<file path="src/rtl/core/ipbl_pkg.sv">
// Shared types and constants for the IPv4 blocklist table.
package ipbl_pkg;

   localparam int unsigned ENTRIES_DEF = 16;
   localparam int unsigned ADDR_W      = 32;
   localparam int unsigned COUNT_W     = 5;

   typedef enum logic [1:0] {
      CMD_ADD    = 2'd0,
      CMD_DELETE = 2'd1,
      CMD_CHECK  = 2'd2,
      CMD_CLEAR  = 2'd3
   } cmd_type;

   typedef enum logic [1:0] {
      ST_OK        = 2'd0,
      ST_NOT_FOUND = 2'd1,
      ST_FULL      = 2'd2,
      ST_ZERO      = 2'd3
   } status_type;

   // Broadcast to every cell in the execute cycle.
   typedef struct packed {
      logic              do_add;
      logic              do_del;
      logic              do_clr;
      logic [ADDR_W-1:0] addr;
   } cell_op_type;

   // Handed from one cell to the next along the row.
   typedef struct packed {
      logic free;
      logic hit;
   } chain_type;

endpackage

</file>
<file path="src/rtl/core/ipbl_channels.sv">
// Request and response channel interfaces of the IPv4 blocklist table.
interface ipbl_req_if;
   logic                          valid;
   logic                          ready;
   ipbl_pkg::cmd_type             cmd;
   logic [ipbl_pkg::ADDR_W-1:0]   addr;

   modport source (output valid, output cmd, output addr, input ready);
   modport sink   (input valid, input cmd, input addr, output ready);
endinterface

interface ipbl_rsp_if;
   logic                          valid;
   logic                          ready;
   ipbl_pkg::status_type          status;
   logic                          hit;
   logic [ipbl_pkg::COUNT_W-1:0]  entry_count;

   modport source (output valid, output status, output hit, output entry_count, input ready);
   modport sink   (input valid, input status, input hit, input entry_count, output ready);
endinterface

</file>
<file path="src/rtl/core/ipbl_cell.sv">
// One table slot: holds an address, compares it and passes free/hit along the row.
module ipbl_cell (
   input  logic                   clock,
   input  logic                   reset,
   input  ipbl_pkg::cell_op_type  op,
   input  ipbl_pkg::chain_type    chain_prev,
   output ipbl_pkg::chain_type    chain_next
);

   logic [ipbl_pkg::ADDR_W-1:0] slot_ff;
   logic [ipbl_pkg::ADDR_W-1:0] slot_in;
   logic                        empty;
   logic                        match;

   assign empty = (slot_ff == '0);
   assign match = (slot_ff == op.addr);

   assign chain_next.free = chain_prev.free | empty;
   assign chain_next.hit  = chain_prev.hit  | match;

   always_comb begin
      slot_in = slot_ff;
      priority if (op.do_clr) begin
         slot_in = '0;
      end else if (op.do_add && empty && !chain_prev.free) begin
         // lowest empty slot claims the address
         slot_in = op.addr;
      end else if (op.do_del && match) begin
         slot_in = '0;
      end else begin
         slot_in = slot_ff;
      end
   end

   always_ff @(posedge clock) begin
      if (reset) begin
         slot_ff <= '0;
      end else begin
         slot_ff <= slot_in;
      end
   end

endmodule

</file>
<file path="src/rtl/core/ipv4_blocklist_table.sv">
// IPv4 blocklist table: a row of slot cells compared in parallel.
// An accepted request beat is registered, then executed, and its result is registered.
// Throughput: one beat per cycle unless the reply side stalls; the free/hit
// chain through the row of cells settles within the single execute cycle.
// Reset: synchronous, clears every slot to empty and the count to zero
// with no clearing pass.
module ipv4_blocklist_table #(
   parameter int unsigned ENTRIES = ipbl_pkg::ENTRIES_DEF
) (
   input  logic       clock,
   input  logic       reset,
   ipbl_req_if.sink   req,
   ipbl_rsp_if.source rsp
);

   localparam int unsigned CNT_W = $clog2(ENTRIES + 1);

   logic                        busy_ff;
   logic                        busy_in;
   ipbl_pkg::cmd_type           cmd_ff;
   ipbl_pkg::cmd_type           cmd_in;
   logic [ipbl_pkg::ADDR_W-1:0] addr_ff;
   logic [ipbl_pkg::ADDR_W-1:0] addr_in;
   logic [CNT_W-1:0]            count_ff;
   logic [CNT_W-1:0]            count_in;
   logic                        rsp_valid_ff;
   logic                        rsp_valid_in;
   ipbl_pkg::status_type        status_ff;
   ipbl_pkg::status_type        status_in;
   logic                        hit_ff;
   logic                        hit_in;

   logic                  fire;
   logic                  accept;
   logic                  addr_nz;
   logic                  any_free;
   logic                  any_hit;
   ipbl_pkg::cell_op_type op;
   ipbl_pkg::chain_type   chain [ENTRIES+1];
   logic [CNT_W+ipbl_pkg::COUNT_W-1:0] count_wide;

   // execute when the output register is free or being drained
   assign fire      = busy_ff && (!rsp_valid_ff || rsp.ready);
   assign req.ready = !busy_ff || fire;
   assign accept    = req.valid && req.ready;
   assign addr_nz   = (addr_ff != '0);

   assign op.do_clr = fire && (cmd_ff == ipbl_pkg::CMD_CLEAR);
   assign op.do_add = fire && addr_nz && (cmd_ff == ipbl_pkg::CMD_ADD);
   assign op.do_del = fire && addr_nz && (cmd_ff == ipbl_pkg::CMD_DELETE);
   assign op.addr   = addr_ff;

   assign chain[0] = '{free: 1'b0, hit: 1'b0};

   for (genvar i = 0; i < ENTRIES; i++) begin : g_cell
      ipbl_cell u_cell (
         .clock      (clock),
         .reset      (reset),
         .op         (op),
         .chain_prev (chain[i]),
         .chain_next (chain[i+1])
      );
   end

   assign any_free = chain[ENTRIES].free;
   assign any_hit  = chain[ENTRIES].hit;

   always_comb begin
      busy_in      = busy_ff;
      cmd_in       = cmd_ff;
      addr_in      = addr_ff;
      count_in     = count_ff;
      rsp_valid_in = rsp_valid_ff;
      status_in    = status_ff;
      hit_in       = hit_ff;

      if (rsp_valid_ff && rsp.ready) begin
         rsp_valid_in = 1'b0;
      end
      if (fire) begin
         busy_in      = 1'b0;
         rsp_valid_in = 1'b1;
         hit_in       = 1'b0;
         status_in    = ipbl_pkg::ST_OK;
         if (cmd_ff == ipbl_pkg::CMD_CLEAR) begin
            count_in = '0;
         end else if (!addr_nz) begin
            status_in = ipbl_pkg::ST_ZERO;
         end else begin
            unique case (cmd_ff)
               ipbl_pkg::CMD_ADD: begin
                  if (!any_free) begin
                     status_in = ipbl_pkg::ST_FULL;
                  end else if (count_ff < CNT_W'(ENTRIES)) begin
                     count_in = count_ff + CNT_W'(1);
                  end
               end
               ipbl_pkg::CMD_DELETE: begin
                  if (!any_hit) begin
                     status_in = ipbl_pkg::ST_NOT_FOUND;
                  end else if (count_ff != '0) begin
                     count_in = count_ff - CNT_W'(1);
                  end
               end
               ipbl_pkg::CMD_CHECK: begin
                  hit_in = any_hit;
                  if (!any_hit) begin
                     status_in = ipbl_pkg::ST_NOT_FOUND;
                  end
               end
               default: begin
                  // clear is handled above
                  status_in = ipbl_pkg::ST_OK;
               end
            endcase
         end
      end
      if (accept) begin
         busy_in = 1'b1;
         cmd_in  = req.cmd;
         addr_in = req.addr;
      end
   end

   always_ff @(posedge clock) begin
      if (reset) begin
         busy_ff      <= 1'b0;
         count_ff     <= '0;
         rsp_valid_ff <= 1'b0;
      end else begin
         busy_ff      <= busy_in;
         count_ff     <= count_in;
         rsp_valid_ff <= rsp_valid_in;
      end
   end

   always_ff @(posedge clock) begin
      cmd_ff    <= cmd_in;
      addr_ff   <= addr_in;
      status_ff <= status_in;
      hit_ff    <= hit_in;
   end

   assign count_wide      = {{ipbl_pkg::COUNT_W{1'b0}}, count_ff};
   assign rsp.valid       = rsp_valid_ff;
   assign rsp.status      = status_ff;
   assign rsp.hit         = hit_ff;
   assign rsp.entry_count = count_wide[ipbl_pkg::COUNT_W-1:0];

endmodule

</file>
<file path="src/flat_wrapper.sv">
// flat-port wrapper written by rule: the top's interface ports become plain ports
module ipv4_blocklist_table_flat 
#(
   parameter int unsigned ENTRIES = ipbl_pkg::ENTRIES_DEF
)
  (clock, reset, req_valid, req_cmd, req_addr, req_ready, rsp_valid, rsp_status, rsp_hit, rsp_entry_count, rsp_ready);
  ipbl_req_if req_i ();
  ipbl_rsp_if rsp_i ();
  input  logic clock;
  input  logic reset;
  input wire logic [$bits(req_i.valid)-1:0] req_valid;
  input wire logic [$bits(req_i.cmd)-1:0] req_cmd;
  input wire logic [$bits(req_i.addr)-1:0] req_addr;
  output wire logic [$bits(req_i.ready)-1:0] req_ready;
  output wire logic [$bits(rsp_i.valid)-1:0] rsp_valid;
  output wire logic [$bits(rsp_i.status)-1:0] rsp_status;
  output wire logic [$bits(rsp_i.hit)-1:0] rsp_hit;
  output wire logic [$bits(rsp_i.entry_count)-1:0] rsp_entry_count;
  input wire logic [$bits(rsp_i.ready)-1:0] rsp_ready;
  assign req_i.valid = req_valid;
  assign req_i.cmd = req_cmd;
  assign req_i.addr = req_addr;
  assign req_ready = req_i.ready;
  assign rsp_valid = rsp_i.valid;
  assign rsp_status = rsp_i.status;
  assign rsp_hit = rsp_i.hit;
  assign rsp_entry_count = rsp_i.entry_count;
  assign rsp_i.ready = rsp_ready;
  ipv4_blocklist_table #(.ENTRIES(ENTRIES)) u_core (.clock(clock), .reset(reset), .req(req_i), .rsp(rsp_i));
endmodule
</file>
<file path="config.mk">
export PLATFORM = sky130hd
export DESIGN_NAME = ipv4_blocklist_table_flat
export DESIGN_NICKNAME = d
export VERILOG_FILES = /design/src/rtl/core/ipbl_pkg.sv /design/src/rtl/core/ipbl_channels.sv /design/src/rtl/core/ipbl_cell.sv /design/src/rtl/core/ipv4_blocklist_table.sv /design/src/flat_wrapper.sv
export SDC_FILE = /design/constraint.sdc
export NUM_CORES = 1
export LEC_CHECK = 0
export BUFFER_PORTS_ARGS = -buffer_cell sky130_fd_sc_hd__buf_2
export CORE_UTILIZATION = 50
export CTS_CLUSTER_DIAMETER = 150
export DETAILED_ROUTE_END_ITERATION = 12
export GPL_TIMING_DRIVEN = 1
export PLACE_DENSITY_LB_ADDON = 0.1
export SLEW_MARGIN = 10
export SYNTH_ARGS = -nofsm -noshare
export SYNTH_HDL_FRONTEND = slang
export SYNTH_HIERARCHICAL = 1
export SYNTH_SLANG_ARGS = --single-unit
</file>
<file path="constraint.sdc">
create_clock -name clock -period 9.1 [get_ports clock]
set_input_delay 0.91 -clock clock [delete_from_list [all_inputs] [get_ports clock]]
set_output_delay 0.91 -clock clock [all_outputs]
set_load 0.01 [all_outputs]
</file>
# Word level (Yosys, flattened, before mapping)
# Index checks and enable logic that the tools add are counted.
# op_classes
n_bitwise	32
addsub	2
n_mux	47
reduce_logical	116
n_lt_le_gt_ge	1
n_eq_ne	23
# op_table
operator	n
2-to-1 mux 32 bit	32
equality test 32 bit	16
zero test 32 bit	16
logical AND 1 bit	54
nonzero test 2 bit	19
nonzero test 32 bit	1
2-to-1 mux 5 bit	6
OR 1 bit	30
zero test 1 bit	17
case mux 5 bit (2 select lines)	1
AND reduction 7 bit	1
inequality test 3 x 2 -> 1 bit, second input constant	2
inequality test 3 bit, second input constant	2
adder 5 x 1 -> 5 bit, second input constant	1
< comparator 5 bit, second input constant	1
2-to-1 mux 1 bit	5
nonzero test 5 bit	1
subtractor 5 x 1 -> 5 bit, second input constant	1
equality test 2 bit, second input constant	2
2-to-1 mux 2 bit	2
case mux 2 bit (2 select lines)	1
OR reduction 2 bit	2
nonzero test 3 bit	1
OR reduction 3 bit	1
other kinds (4)	6
# word_totals
in_bits	38
register_bits	556
out_inout_bits	10
word_cells	244

# Logic depth before layout (Yosys ltp)
# Gate-level depths: netlist of the first run.
# logic_depth
ltp_word	20
depth_mapped	24
depth_no_buf	24

# By module
# Netlist of the first run, hierarchy kept.
# by_module_without_submodules
mod	n_inst	seq_area_each_um2	cells_per_inst	area_each_um2
ipbl_cell	16	640.6	129	1442.6
ipv4_blocklist_table	1	1251.2	127	1831.8

# Worst setup path before layout of the first run
# OpenSTA, ideal clock, no wires.
# synth_timing
kind	flip-flop to flip-flop
start	reg u_core/g_cell[0].u_cell/slot_ff[4] (netlist name)
end	reg u_core.status_ff[1], in the netlist u_core/rsp.status[1] (data pin)
slack_ns	3.268
period_less_slack_ns	5.832
setup_time_ns	0.146
t_arrival_ns	5.686
path_buffers	0
path_stages_with_launch	23
required_time_ns	8.954
cell_sequence	dfxtp_1 -> nor4_1 -> nand4_1 -> nor2_1 -> or2_2 -> or2_2 -> or2_2 -> or2_2 -> or2_2 -> or2_2 -> or2_2 -> or2_2 -> or2_2 -> or2_2 -> or2_2 -> or2_2 -> or2_2 -> or2_2 -> or2_2 -> or2_2 -> nand2b_1 -> or2_2 -> a21oi_1
# synth_rtl
item	line	source
start, declared	ipbl_cell.sv:10	logic [ipbl_pkg::ADDR_W-1:0] slot_ff;
start signal, assigned	ipbl_cell.sv:39	slot_ff <= slot_in;
end signal, assigned	ipv4_blocklist_table.sv:140	status_ff <= status_in;
end, declared	ipv4_blocklist_table.sv:28	ipbl_pkg::status_type status_ff;

==> flow_summary.ini, run 1 <==
[status]
status = complete, no violations

[setup_path]
crit_top_cell = or2_2
reg2reg_depth = 20
endpoint_kind = flop
max_stage_delay_ns = 1.06
cpMaxStageDelayCell = and4b_1
path_delay_family = simple AND/OR/NAND/NOR gates
regToRegSetupSlack_ns = 2.37
cp_max_fo = 32
crit_chain = nor4_1, nand4_1, nor2_1, or2_2, or2_2, or2_2, or2_2, or2_2, or2_2, or2_2, or2_2, or2_2, or2_2, or2_2, or2_2, or2_2, or2_2, or2_2, and4b_1, a22o_2
cp-start-kind = flop
cp-endpoint = u_core/g_cell[15].u_cell/slot_ff[21]
r2r_start = u_core/g_cell[0].u_cell/slot_ff[15]
cp.buffers_inverters = 0
worstPathRequired_ns = 9.67
cp.depth = 20
crit_arrival_ns = 7.29
r2r_end = u_core/g_cell[15].u_cell/slot_ff[21]
criticalPathCategory = flop to flop
cp-startpoint = u_core/g_cell[0].u_cell/slot_ff[15]

[global_routing]
use_met2 = 0.475
antenna_found_initial = 0
grt_pass1_wl_mm = 118
overflow = 0
grt.total_usage = 0.306
grtUsageMet3 = 0.0424
grt.busiest_layer = met2
grt_pass1_vias = 18400
grt_max_degree = 35
use_met1 = 0.432

[logic_synthesis]
syn_avg_cell_area_sq_um = 11.4
synth_seq_cells = 556
yosysSeqAreaShare = 0.462
yosys-top-cells-area = dfxtp_1 (42%), xnor2_1 (18%), a22o_1 (17%)
async_flop_share = 0
yosysMostFrequentCell = dfxtp_1
synth_top_area_cell = dfxtp_1
yosys_warnings = 6
synth.top_cells.by_count = dfxtp_1 (519), xnor2_1 (513), a22o_1 (480)
yosys_most_used_dff = dfxtp_1
synth.top_cell.area_share = 0.417
syn-cell-area_sq_um = 24900
synth_cells = 2191
synth_edf_count = 37
ys_types = 43

[cells_and_area]
nets = 2310
area_growth_pct = 11.6
n_fill_cell = 4255
multiInputGateArea_sq_um = 12700
layoutNonFillerInstCount = 2974
drive_gt1_frac = 0.146
seq_area_sq_um = 11500

[routing]
vias = 19000
vias_per_cell = 6.38
drc = 0
ant_nets = 0
dr.pass1.iters = 5
drt_iter0_markers = 1762
wl_per_cell_um = 26.1
wl_mm = 77.7

[clock_tree]
clockBufferDepth = 3
post_cts_buffers = 0
clock_sinks = 556
cts_resized = 0
clock_latency_ns = 0.62
cts_buffers = 58
clk_pin_slew_worst_paths_ns = 0.06
cts_tree = built
htreeDepth = 2
cts_hold_buf = 0
cts_root_buf = clkbuf_16

[hold_path]
hold_start = req_addr[11]
hold_path_class = input port to flop

[timing]
period_share = 0.739
fin_skew_ns = 0.0286
fin_tns_setup_ns = 0
drv_slew = 0
slew_headroom = 0.116
fmax_mhz = 149
rsz0062_at_grt = false
period_minus_slack_ns = 6.73
finalHoldViolations = 0
setup_viol = 0
worst_slew_pin_slew_ns = 1.33

[job]
drv_cap = 0

[floorplan]
core-area_sq_um = 49100
num_rows = 81
io-pin-count = 48
die_h_um = 225
die_w_um = 225
fp.dieArea_sq_um = 50700
initial_core_util = 0.508

[power_and_ir_drop]
ir_worst_vdd_v = 0.000149
p_per_area_nw_per_um2 = 190
leakage_nw = 9.53

[placement]
io_buffers = 47
hpwlAfterDp_mm = 48.6
globalplace.congestion = 0.856
dp.cells = 2865
==> cell usage in the layout (no fill, tap or decap), drive strengths merged <==
master	Yosys	routed
o21a	1	1
xor2	2	2
or4b	1	1
or3	1	1
nor4	170	170
or4	1	1
bufinv	0	1
clkbuf	2	100
nand2b	8	8
a221o	1	1
nand4b	1	1
diode	0	1
o31ai	1	1
nand3b	1	1
a22o	512	512
a21oi	5	5
a21o	17	17
clkinv	0	5
nand3	1	1
edfxtp	37	37
dfxtp	519	519
fa	1	1
or2	17	17
nor2	39	39
a311oi	16	16
buf	113	124
nor3b	1	1
and3	3	3
nor2b	1	1
nand2	7	7
inv	6	7
xnor2	513	513
ha	9	9
conb	1	3
o32ai	3	3
and2	1	1
o211ai	1	1
nor3	1	1
nand4	160	160
and4b	17	17
==> per-stage QoR <==
| step | utilization | power (mW) | hold slack [ns] | cell area, sq um | setup slack (ns) |
|---|---|---|---|---|---|
| final | 0.567 | 5.30 | 0.464 | 27800 | 2.37 |
| after global routing | 0.567 | 5.45 | 0.445 | 27800 | 2.14 |
| after CTS | 0.567 | 5.33 | 0.435 | 27800 | 2.45 |
| after detailed placement | 0.527 | 2.96 | 0.502 | 25900 | 2.49 |
| after global placement | 0.527 | 2.96 | 0.500 | 25900 | 2.52 |
| after floorplan | - | 2.81 | 0.485 | 24900 | 3.27 |
==> worst reg2reg max path: cells and delay by family, from the launching register on <==
| kind | cells | cell delay [ns] |
|---|---|---|
| simple gates | 19 | 5.97 |
| compound gates | 1 | 0.32 |
| flops | 1 | 0.38 |
==> metal layers <==
metal,vias up,part of all wire
li1,8590,-
met1,9557,0.45
met2,687,0.45
met3,142,0.067
met4,0,0.033
met5,-,0
==> flip-flops by register name, summed over array words and instances (netlist names) <==
| register | flops |
|---|---|
| u_core/rsp.entry_count | 5 |
| u_core/rsp.hit | 1 |
| u_core/addr_ff | 32 |
| u_core/rsp.status | 2 |
| u_core/g_cell.u_cell/slot_ff | 512 |
| u_core/cmd_ff | 2 |
| u_core/rsp.valid | 1 |
| u_core/busy_ff | 1 |
==> cell type report <==
type,instances,area share
diodes,1,0.0000900
multi-input cells,1516,0.457
flip-flops and latches,556,0.414
repair buffers,124,0.0294
inverters,6,0.000810
clock inverters,7,0.00229
well taps,664,0.0299
clock buffers,100,0.0669
==> power by group <==
group,total (mW),leakage (nW),internal (mW),switching (mW)
sequential,2.50,4.54,2.48,0.0266
combinational,0.411,4.04,0.136,0.275
clock,2.38,0.952,1.40,0.980
==> worst min-delay path by stage <==
stage / endpoint / slack, ns / depth (start not counted)
after detailed placement: u_core/g_cell[9].u_cell/slot_ff[18] / 0.50 / 1
after floorplan: u_core/g_cell[0].u_cell/slot_ff[12] / 0.49 / 1
after global routing: u_core/addr_ff[30] / 0.45 / 1
after CTS: u_core/addr_ff[19] / 0.43 / 1
final: u_core/addr_ff[11] / 0.46 / 1
after global placement: u_core/g_cell[12].u_cell/slot_ff[30] / 0.50 / 1
==> logic make-up after synthesis <==
family	count (synthesis)	synth area share
and+or+nand+nor	431	0.115
buffers and inverters	121	0.0360
AOI/OAI and AO/OA	557	0.201
xor gates and xnor gates	515	0.181
other	1	0.000151
adders and majority gates	10	0.00532
DFF	556	0.462
Note: power is estimated with default switching activity, not from simulation.
==> run 2, diff against run 1 <==
clock period = 6.4 ns   (was 9.1 ns; I/O delays follow)
==> run 2 against run 1 <==
Core utilization up 0.59 points. Die area unchanged. Flip-flop and latch count unchanged. Total power up 43%. Sequential share of layout area down 0.33 points. Maximum frequency up 9.2%. Via count up 1.2%. Cell count up 1.1%. Worst setup slack worse by 2.1 ns. Clock power up 43%. Critical path type unchanged. Largest power group unchanged. Highest routed layer unchanged.
==> flow_summary.ini, run 2 (synthesis results as in run 1) <==
[setup_path]
cpMaxStageDelayCell = dfxtp_2
r2r_start = u_core/g_cell[0].u_cell/slot_ff[30]
worstPathRequired_ns = 6.94
crit_arrival_ns = 6.70
criticalPathCategory = flop to flop
regToRegSetupSlack_ns = 0.24
cp_max_fo = 5
r2r_end = u_core/rsp.entry_count[0]
endpoint_kind = flop
cp-start-kind = flop
max_stage_delay_ns = 0.35
crit_chain = nor4_1, nand4_1, nor2_1, or2_2, or2_2, or2_2, or2_2, or2_4, or2_2, or2_2, or2_4, or2_2, or2_2, or2_2, or2_2, or2_2, or2_2, or2_2, or2_2, nand2b_4, nor2_2, nor4_1, o21a_4, o31ai_2
crit_top_cell = or2_2
reg2reg_depth = 24

[hold_path]
hold_path_class = input port to flop
hold_end = u_core/addr_ff[25]
hold_start = req_addr[25]
hold_depth = 1

[routing]
vias = 19200
vias_per_cell = 6.39
wl_mm = 79.8
dr.pass1.iters = 5
ant_nets = 0
drt_iter0_markers = 1563
wl_per_cell_um = 26.5
drc = 0

[global_routing]
grt.total_usage = 0.311
grt_pass1_wl_mm = 119
grt_max_degree = 35
grt.busiest_layer = met2
antenna_found_initial = 0
overflow = 0
use_met1 = 0.424
grt_pass1_vias = 18700
use_met2 = 0.494
grtUsageMet3 = 0.0435

[cells_and_area]
largest_register = u_core/g_cell.u_cell/slot_ff
nets = 2342
stdcell_area_sq_um = 28100
area_growth_pct = 12.8
final_common_cell = xnor2_1
final_cell_mix = xnor2_1 (513), dfxtp_1 (497), a22o_1 (480), nand4_1 (160), nor4_1 (138)
drive_gt1_frac = 0.167
largest_reg_flops = 512

[timing]
slew_headroom = 0.151
period_minus_slack_ns = 6.16
finalHoldViolations = 0
worst_slew_pin_slew_ns = 1.27
worst_slack_ns = 0.238
drv_slew = 0
fmax_mhz = 162
fin_skew_ns = 0.0390
hold_slack_ns = 0.182
fin_tns_setup_ns = 0
rsz0062_at_grt = false
setup_viol = 0
period_share = 0.963

[floorplan]
num_rows = 81
fp.dieArea_sq_um = 50700
die_w_um = 225
initial_core_util = 0.508
die_h_um = 225
io-pin-count = 48
core-area_sq_um = 49100

[power_and_ir_drop]
p_per_area_nw_per_um2 = 269
leakage_nw = 9.71
ir_worst_vdd_v = 0.000221

[clock_tree]
htreeDepth = 2
cts_hold_buf = 0
clockBufferDepth = 3
cts_tree = built
clock_latency_ns = 0.63
clock_sinks = 556
cts_buffers = 58
cts_root_buf = clkbuf_16
clk_pin_slew_worst_paths_ns = 0.07

[placement]
post-place-ws_ns = 0.104
place_area_sq_um = 26100
io_buffers = 47
globalplace.congestion = 0.870
hpwlAfterDp_mm = 51.5

[status]
status = complete, no violations

[job]
drv_cap = 0
-- run 2: power breakdown --
part / internal (mW) / leakage (nW) / switching, mW
clock: 1.98 / 0.937 / 1.43
combinational: 0.205 / 4.22 / 0.396
sequential: 3.52 / 4.55 / 0.0442
total: 5.70 / 9.71 / 1.87
-- run 2: area by class of cell --
class                      count  area (sq um)
multi-input combinational   1516         12700
antenna                        1          2.50
sequential                   556         11500
clock inverter                24           253
fill                        4293         21000
inverter                       6          22.5
tap                          664           831
clock buffer                  83          1650
timing repair buffer         156          1090
-- run 2: worst max path at each step --
stage	start	to	slack, ns	depth (start not counted)
floorplan	u_core/g_cell[0].u_cell/slot_ff[4]	u_core/rsp.status[1]	0.57	22
detailed placement	u_core/g_cell[0].u_cell/slot_ff[22]	u_core/rsp.entry_count[0]	0.10	24
global placement	u_core/g_cell[0].u_cell/slot_ff[30]	u_core/rsp.status[1]	0.14	22
global route	u_core/g_cell[0].u_cell/slot_ff[30]	u_core/rsp.status[1]	0.05	22
finish	u_core/g_cell[0].u_cell/slot_ff[30]	u_core/rsp.entry_count[0]	0.24	24
CTS	u_core/g_cell[0].u_cell/slot_ff[22]	u_core/rsp.entry_count[0]	0.04	24
-- run 2: stage by stage --
step                 util  cells  total power [mW]
global placement    0.533   2896              4.23
floorplan               -   2193              4.00
CTS                 0.571   3003              7.61
finish              0.573   3006              7.57
global route        0.573   3005              7.78
detailed placement  0.533   2896              4.23
-- run 2: worst max-delay path: cells and delay by family, from the launching register on --
family | cells | cell delay (ns)
simple gates | 22 | 5.41
flops | 1 | 0.35
compound gates | 2 | 0.31
-- run 2: per-layer routing --
metal  vias to the layer above  routed length [um]
li1                       8662                   -
met4                         0                3070
met2                       698               36300
met5                         -                   0
met3                       155                5090
met1                      9680               35400
-- run 2: timing repair --
action | CTS | global route
hold endpoints to repair | 0 | 0
buffers inserted | 0 | 2
resized for setup | 0 | 26
endpoints found under the setup margin | 0 | 6
==> run 3, diff against run 2 <==
CORE_UTILIZATION = 57   (was 50)
==> run 3 against run 2 <==
Clock skew is 0.014 ns lower. Via count is 0.94% higher. Count of clock-buffer cells in the layout is 5 lower. Final area is 0.26% lower. Total power is 1.6% higher. Worst setup slack worse by 0.034 ns. Critical endpoint is now u_core/rsp.entry_count[3]. Clock power is 4% higher. Core utilization is 7.8 points higher. Global-route usage is 3.8 points higher.
==> flow_summary.ini, run 3 (synthesis results as in run 1) <==
[cells_and_area]
largest_register = u_core/g_cell.u_cell/slot_ff
n_fill_cell = 3338
drive_gt1_frac = 0.161
nets = 2336
final_cell_mix = xnor2_1 (513), dfxtp_1 (510), a22o_1 (480), nand4_1 (160), nor4_1 (138)
area_growth_pct = 12.5
diodes = 0
largest_reg_flops = 512
final_common_cell = xnor2_1

[floorplan]
num_rows = 76
initial_core_util = 0.578
die_h_um = 211
io-pin-count = 48
fp.dieArea_sq_um = 44500
die_w_um = 211
core-area_sq_um = 43100

[timing]
period_minus_slack_ns = 6.20
setup_viol = 0
fin_skew_ns = 0.0249
slew_headroom = 0.162
drv_slew = 0
finalHoldViolations = 0
hold_slack_ns = 0.183
period_share = 0.968
rsz0062_at_grt = false
worst_slew_pin_slew_ns = 1.26
fmax_mhz = 161
fin_tns_setup_ns = 0

[clock_tree]
cts_hold_buf = 0
clk_pin_slew_worst_paths_ns = 0.06
cts_root_buf = clkbuf_16
cts_resized = 3
cts_buffers = 57
cts_tree = built
clock_sinks = 556
clockBufferDepth = 3
post_cts_buffers = 0
htreeDepth = 2
clock_latency_ns = 0.63

[routing]
drt_iter0_markers = 1962
ant_nets = 0
wl_mm = 78.2
wl_per_cell_um = 26.8
drc = 0
vias_per_cell = 6.64
dr.pass1.iters = 5
vias = 19400

[job]
drv_cap = 0

[global_routing]
antenna_found_initial = 0
grt_pass1_wl_mm = 118
grt_max_degree = 35
grt_pass1_vias = 18800
overflow = 0
grt.total_usage = 0.349

[setup_path]
worstPathRequired_ns = 6.89
crit_arrival_ns = 6.69
cp-start-kind = flop
crit_top_cell = or2_2
crit_chain = nor4_1, nand4_1, nor2_1, or2_2, or2_2, or2_2, or2_2, or2_2, or2_2, or2_2, or2_4, or2_2, or2_2, or2_2, or2_2, or2_2, or2_2, or2_2, or2_4, nand2b_4, nor2_1, nor4_1, nand3b_1, o32ai_1
criticalPathCategory = flop to flop
cpMaxStageDelayCell = dfxtp_1
cp_max_fo = 3
endpoint_kind = flop
max_stage_delay_ns = 0.38
cp.buffers_inverters = 0
path_delay_family = simple AND/OR/NAND/NOR gates

[power_and_ir_drop]
ir_worst_vdd_v = 0.000274
p_per_area_nw_per_um2 = 274
leakage_nw = 9.71
switching_share = 0.242
comb_power_share = 0.077
power.switching_mw = 1.86
clockPowerShare = 0.459
p_seq_frac = 0.464
power.internal_mw = 5.83

[status]
status = complete, no violations

[placement]
globalplace.congestion = 0.924
hpwlAfterDp_mm = 50.8
io_buffers = 47

[hold_path]
hold_path_class = input port to flop
## run 3: through the flow
| step | std cells | total power [mW] | worst slack [ns] | util | area (sq um) |
|---|---|---|---|---|---|
| 2_1_floorplan | 2193 | 4.00 | 0.568 | - | 24900 |
| 5_1_grt | 2919 | 7.89 | 0.0715 | 0.651 | 28000 |
| 4_1_cts | 2918 | 7.71 | 0.00283 | 0.650 | 28000 |
| 3_3_place_gp | 2813 | 4.22 | 0.0697 | 0.603 | 26000 |
| 3_5_place_dp | 2813 | 4.22 | 0.0829 | 0.603 | 26000 |
| 6_report | 2919 | 7.69 | 0.204 | 0.651 | 28000 |
## run 3: area by class of cell
type                            instances  area [sq um]  area share
Tap cell                              585           732      0.0261
Clock buffer                           78          1670      0.0596
Inverter                                6          22.5    0.000804
Clock inverter                         27           334      0.0119
Timing Repair Buffer                  151          1040      0.0370
Sequential cell                       556         11500       0.411
Multi-Input combinational cell       1516         12700       0.454
## run 3: power by group through the flow
stage	Sequential, mW	Clock (mW)	Combinational [mW]
2_1_floorplan	3.70	0	0.294
3_3_place_gp	3.64	0	0.576
5_1_grt	3.56	3.71	0.620
3_5_place_dp	3.64	0	0.579
6_report	3.57	3.53	0.596
4_1_cts	3.57	3.56	0.583
## run 3: path summary, 6_finish.rpt
path	start	endpoint	slack (ns)	cells after the start
worst max-delay path	u_core/g_cell[0].u_cell/slot_ff[13]	u_core/rsp.entry_count[3]	0.20	24
worst min-delay path	req_addr[28]	u_core/addr_ff[28]	0.18	1
worst max register to register	u_core/g_cell[0].u_cell/slot_ff[13]	u_core/rsp.entry_count[3]	0.20	24
worst min register to register	u_core/g_cell[0].u_cell/slot_ff[4]	u_core/g_cell[0].u_cell/slot_ff[4]	0.49	1
## run 3: routing by layer
layer  vias up  routed length, um  global-route usage
li1       8635                  -                   -
met1      9668              32500               0.468
met2       860              35500               0.549
met3       213               6320              0.0519
met4         0               3960               0.175
met5         -                  0                   0
